===== config.mk =====
export PLATFORM = sky130hd
export DESIGN_NAME = dfgw_ram
export DESIGN_NICKNAME = d
export VERILOG_FILES = /design/src/depth_first_graph_walk_unit_assert.svh /design/src/dfgw_ram.sv
export SDC_FILE = /design/constraint.sdc
export NUM_CORES = 1
export LEC_CHECK = 0
export ABC_AREA = 1
export BUFFER_PORTS_ARGS = -buffer_cell sky130_fd_sc_hd__buf_2
export CAP_MARGIN = 0
export CORE_ASPECT_RATIO = 0.7
export CORE_MARGIN = 4
export CORE_UTILIZATION = 47
export CTS_BUF_LIST = sky130_fd_sc_hd__clkbuf_8
export CTS_CLUSTER_SIZE = 16
export DETAILED_ROUTE_END_ITERATION = 6
export GPL_TIMING_DRIVEN = 0
export MAX_ROUTING_LAYER = met4
export PLACE_DENSITY = 0.72
export SKIP_CTS_REPAIR_TIMING = 1
export SYNTH_ARGS = -nofsm -noshare
export SYNTH_HDL_FRONTEND = slang
export SYNTH_SLANG_ARGS = --single-unit

===== constraint.sdc =====
create_clock -name clk -period 4.05 [get_ports clk]
set_input_delay 0.81 -clock clk [delete_from_list [all_inputs] [get_ports clk]]
set_output_delay 0.81 -clock clk [all_outputs]
set_load 0.01 [all_outputs]

===== src/depth_first_graph_walk_unit_assert.svh =====
// Assertion macros for the graph walk unit.
`ifndef DEPTH_FIRST_GRAPH_WALK_UNIT_ASSERT_SVH
`define DEPTH_FIRST_GRAPH_WALK_UNIT_ASSERT_SVH

`ifndef SYNTHESIS
`define DFGW_ASSERT(name, prop, msg) \
	name: assert property (@(posedge clk) disable iff (!arst_n) (prop)) else $error(msg);
`define DFGW_ASSERT_IMP(name, ante, cons, msg) \
	name: assert property (@(posedge clk) disable iff (!arst_n) (ante) |-> (cons)) \
		else $error(msg);
`else
`define DFGW_ASSERT(name, prop, msg)
`define DFGW_ASSERT_IMP(name, ante, cons, msg)
`endif

`endif


===== src/dfgw_ram.sv =====
// Generic simple dual-port RAM with registered read.
`default_nettype none
module dfgw_ram #(
	parameter int WIDTH = 8,
	parameter int DEPTH = 64
) (
	input  wire logic                     clk,
	input  wire logic                     we,
	input  wire logic [$clog2(DEPTH)-1:0] waddr,
	input  wire logic [WIDTH-1:0]         wdata,
	input  wire logic                     re,
	input  wire logic [$clog2(DEPTH)-1:0] raddr,
	output      logic [WIDTH-1:0]         rdata
);

	logic [WIDTH-1:0] mem [DEPTH];

	always_ff @(posedge clk) begin
		if (we) begin
			mem[waddr] <= wdata;
		end
		if (re) begin
			rdata <= mem[raddr];
		end
	end

endmodule
`default_nettype wire


# Word level (Yosys, flattened, before mapping)
# Memories as Yosys holds them, arrays and structs flattened. A register that Yosys moved wholly into a read port is not among the register bits.
# Index checks and enable logic that the tools add are counted.
# Widths: inputs -> output; s select.
[op_classes]
n_mux = 2
[op_table]
columns = ["op", "count"]
rows = [
  ["$mux 1", 2],
]
[word_totals]
ff_bits = 0
ramBits = 512
n_memories = 1
word_cells = 3
[mem_list]
columns = ["name", "words", "width", "rd", "rd_clocked_by_memory_dff", "write_ports", "line", "text"]
rows = [
  ["mem", 64, 8, 1, 1, 1, "dfgw_ram.sv:16", "logic [WIDTH-1:0] mem [DEPTH];"],
]

# Depth between registers and ports, before layout
[depth]
ltp_word = 2
mapped_depth = 12

# Least setup slack after synthesis
# OpenSTA, ideal clock, no wires.
[synth_timing]
kind = "in2reg"
start = "input we"
end = "memory mem[48][0] (enable)"
setup_ns = 0.395
arrival_ns = 2.181
slack_ns = 1.474
path_stages = 3
cell_sequence = "clkbuf_1 > nand4_1 > nor4_1"
[synth_between]
elab_chain_cells = 2
[synth_rtl]
columns = ["element", "line", "text"]
rows = [
  ["start: declaration", "dfgw_ram.sv:8", "input wire logic we,"],
  ["$mux 1", "dfgw_ram.sv:19", "if (we) begin"],
  ["$mux 1 (not written as such)", "dfgw_ram.sv:20", "mem[waddr] <= wdata;"],
  ["end: declaration", "dfgw_ram.sv:16", ""],
]
# No other way between the ends.

# Final worst setup path
[layout_timing]
start = "input waddr[1]"
end = "memory mem[9][2] (enable)"
[layout_rtl]
columns = ["element", "line", "text"]
rows = [
  ["start: declaration", "dfgw_ram.sv:9", "input wire logic [$clog2(DEPTH)-1:0] waddr,"],
]
# No word-level cell before the write port.

==> results.cfg <==
[status]
status = completed

[worst_setup_path]
r2r_start = mem[59][2]
crit_chain = clkbuf_1 -> inv_1 -> nand4_1 -> nor2_1
worstSetupEndpointType = flop
startpoint = waddr[1]
slowest_stage = nor2_1
critPathArrivalTime_ps = 2900
crit_type = in2reg
cp_max_fo = 9
max_stage_delay_ps = 1010
start_kind = input port
cp.required_ps = 4310

[global_route]
overflow = 0
grt_max_degree = 65
grt_pass1_wl_microns = 91290
grt_usage_pct = 25.71
antenna_found_initial = 1
grt_pass1_vias = 14150

[cts]
cts_root_buf = clkbuf_8
clock-sinks = 520
clock_path_buffers = 3
path_clk_slew_ps = 60
ctsHtreeMaxLevel = 3
cts_buffers = 77
clkLatencyLatePin_ps = 650
cts_tree = built

[finish]
fillCellCount = 3859
drive_above_1_share_pct = 11.20
fin_nets = 1939
syn_to_final_growth_pct = 11.09
sequential_cell_area_sq_mm = 0.01562
final_cells = 2569
postLayoutCellArea_sq_mm = 0.02380
final_util_pct = 52.81
multi_input_area_sq_mm = 0.004996

[timing]
fmax_mhz = 378.0
clock_skew_ps = 27.94
min_period_over_period_pct = 65.33
slew_violations = 0
finalSetupViolations = 0
relSlewSlack_pct = 3.820
fin_setup_tns_ps = 0
grt_setup_unrepaired = no
finalCriticalPeriod_ps = 2646
finalHoldViolCount = 0
layout_setup_ws_ps = 1404
worst_pin_slew_ps = 1443

[synthesis]
ys_warn_count = 0
synth-edff-count = 520
ys_async_sr_fraction_pct = 0
syn_avg_cell_area_sq_um = 11.87
yosysTopAreaCellShare_pct = 72.90
ys_types = 15
yosysTopAreaCell = edfxtp_1
synth-seq-cells = 520
syn_nets = 1828
syn-cell-area_sq_mm = 0.02142
synth_top_flop_cell = edfxtp_1
syn_inst = 1805
yosys-top-cells-count = 648 x nand2_1, 520 x edfxtp_1, 439 x nand3_1
yosysMostFrequentCell = nand2_1
yosysSeqAreaShare_pct = 72.90
synthTopCellsByArea = edfxtp_1 73%, nand2_1 11%, nand3_1 10%

[drt]
route.met3.wl_microns = 9175
drtAntennaViolNets = 0
via_per_inst = 5.842
post_drt_wl_per_cell_microns = 24.28
drc_errors = 0
dr.pass1.iters = 5
vias = 15010
met1_length_microns = 26050
first_iter_violations = 2230
wl_microns = 62380
met2WireLength_microns = 25680
highest_layer = met4

[floorplanning]
ioPinCount = 31
chipHeight_microns = 186.6
rows = 65
die-area_sq_mm = 0.04911
initial_core_util_pct = 47.54
coreArea_sq_mm = 0.04506
die_w_microns = 263.2

[placement]
dp_cells = 2438
place_area_sq_mm = 0.02239
dp_slack_ps = 884.1
port_buffers = 22
hpwl_microns = 41840
place_congestion = 1.051

[worst_hold_path]
hold_path_class = in2reg
min_from = re

[power]
p_leak_nw = 8.663
ir_drop_v = 0.0002678
power_density_mw_per_mm2 = 450.5

[job]
cap_violations = 0
[report_power, final]
group	leakage (nW)	switching, mW	internal (mW)
Sequential	4.69	0.00983	5.97
Clock	0.779	1.99	1.93
Combinational	3.20	0.610	0.205
Total	8.66	2.61	8.11
[worst max-delay path, delay by kind of cell]
kind | cells | cell delay, ps
simple gates | 2 | 1550
buf+inv | 2 | 530
[area by class of cell]
class | count | share of cell area [%]
diodes | 1 | 0.01052
plain buffers | 113 | 3.397
clock buffers | 79 | 4.569
clock inverters | 49 | 1.120
inverters | 12 | 0.2103
multi-input cells | 1160 | 21.00
flip-flops and latches | 520 | 65.62
well taps | 603 | 3.171
repair buffers | 32 | 0.9044
[layer usage]
metal	vias to the layer above	GRT usage [%]
met5	-	-
li1	6583	-
met3	130	9.187
met1	7297	37.56
met2	997	34.45
met4	0	6.348
[logic make-up after synthesis]
logic type	after synthesis	share of synthesized area (%)
buf+inv	125	4.007
flops	520	72.90
simple gates	1160	23.09
[final timing paths]
check / cells past startpoint / endpoint / slack, ps
max: 4 / mem[9][2] / 1400
min: 1 / rdata[6] / 540
max reg2reg: 8 / rdata[2] / 2400
min reg2reg: 8 / rdata[3] / 990
[metrics by stage]
stage | hold slack (ps) | total power [mW]
6_report | 544.2 | 10.72
5_1_grt | 530.5 | 11.07
4_1_cts | 530.7 | 10.72
3_5_place_dp | 970.5 | 6.874
3_3_place_gp | 942.1 | 6.856
2_1_floorplan | 797.2 | 6.514
[cell usage in the layout (no fill, tap or decap)]
cell type	count
nand2_1	648
edfxtp_1	520
nand3_1	439
clkbuf_8	79
buf_2	57
nor2_1	56
inv_1	36
buf_6	35
buf_4	24
clkbuf_1	15
clkinv_1	12
buf_1	10
nand4_1	9
nor4_2	8
inv_6	4
clkinv_2	3
clkinvlp_4	3
buf_8	2
bufinv_16	2
buf_12	2
diode_2	1
inv_2	1
[sequential cells by signal (all words and copies together), names as in the netlist]
name   count
mem      512
rdata      8
Note: power is estimated with default switching activity, not from simulation.
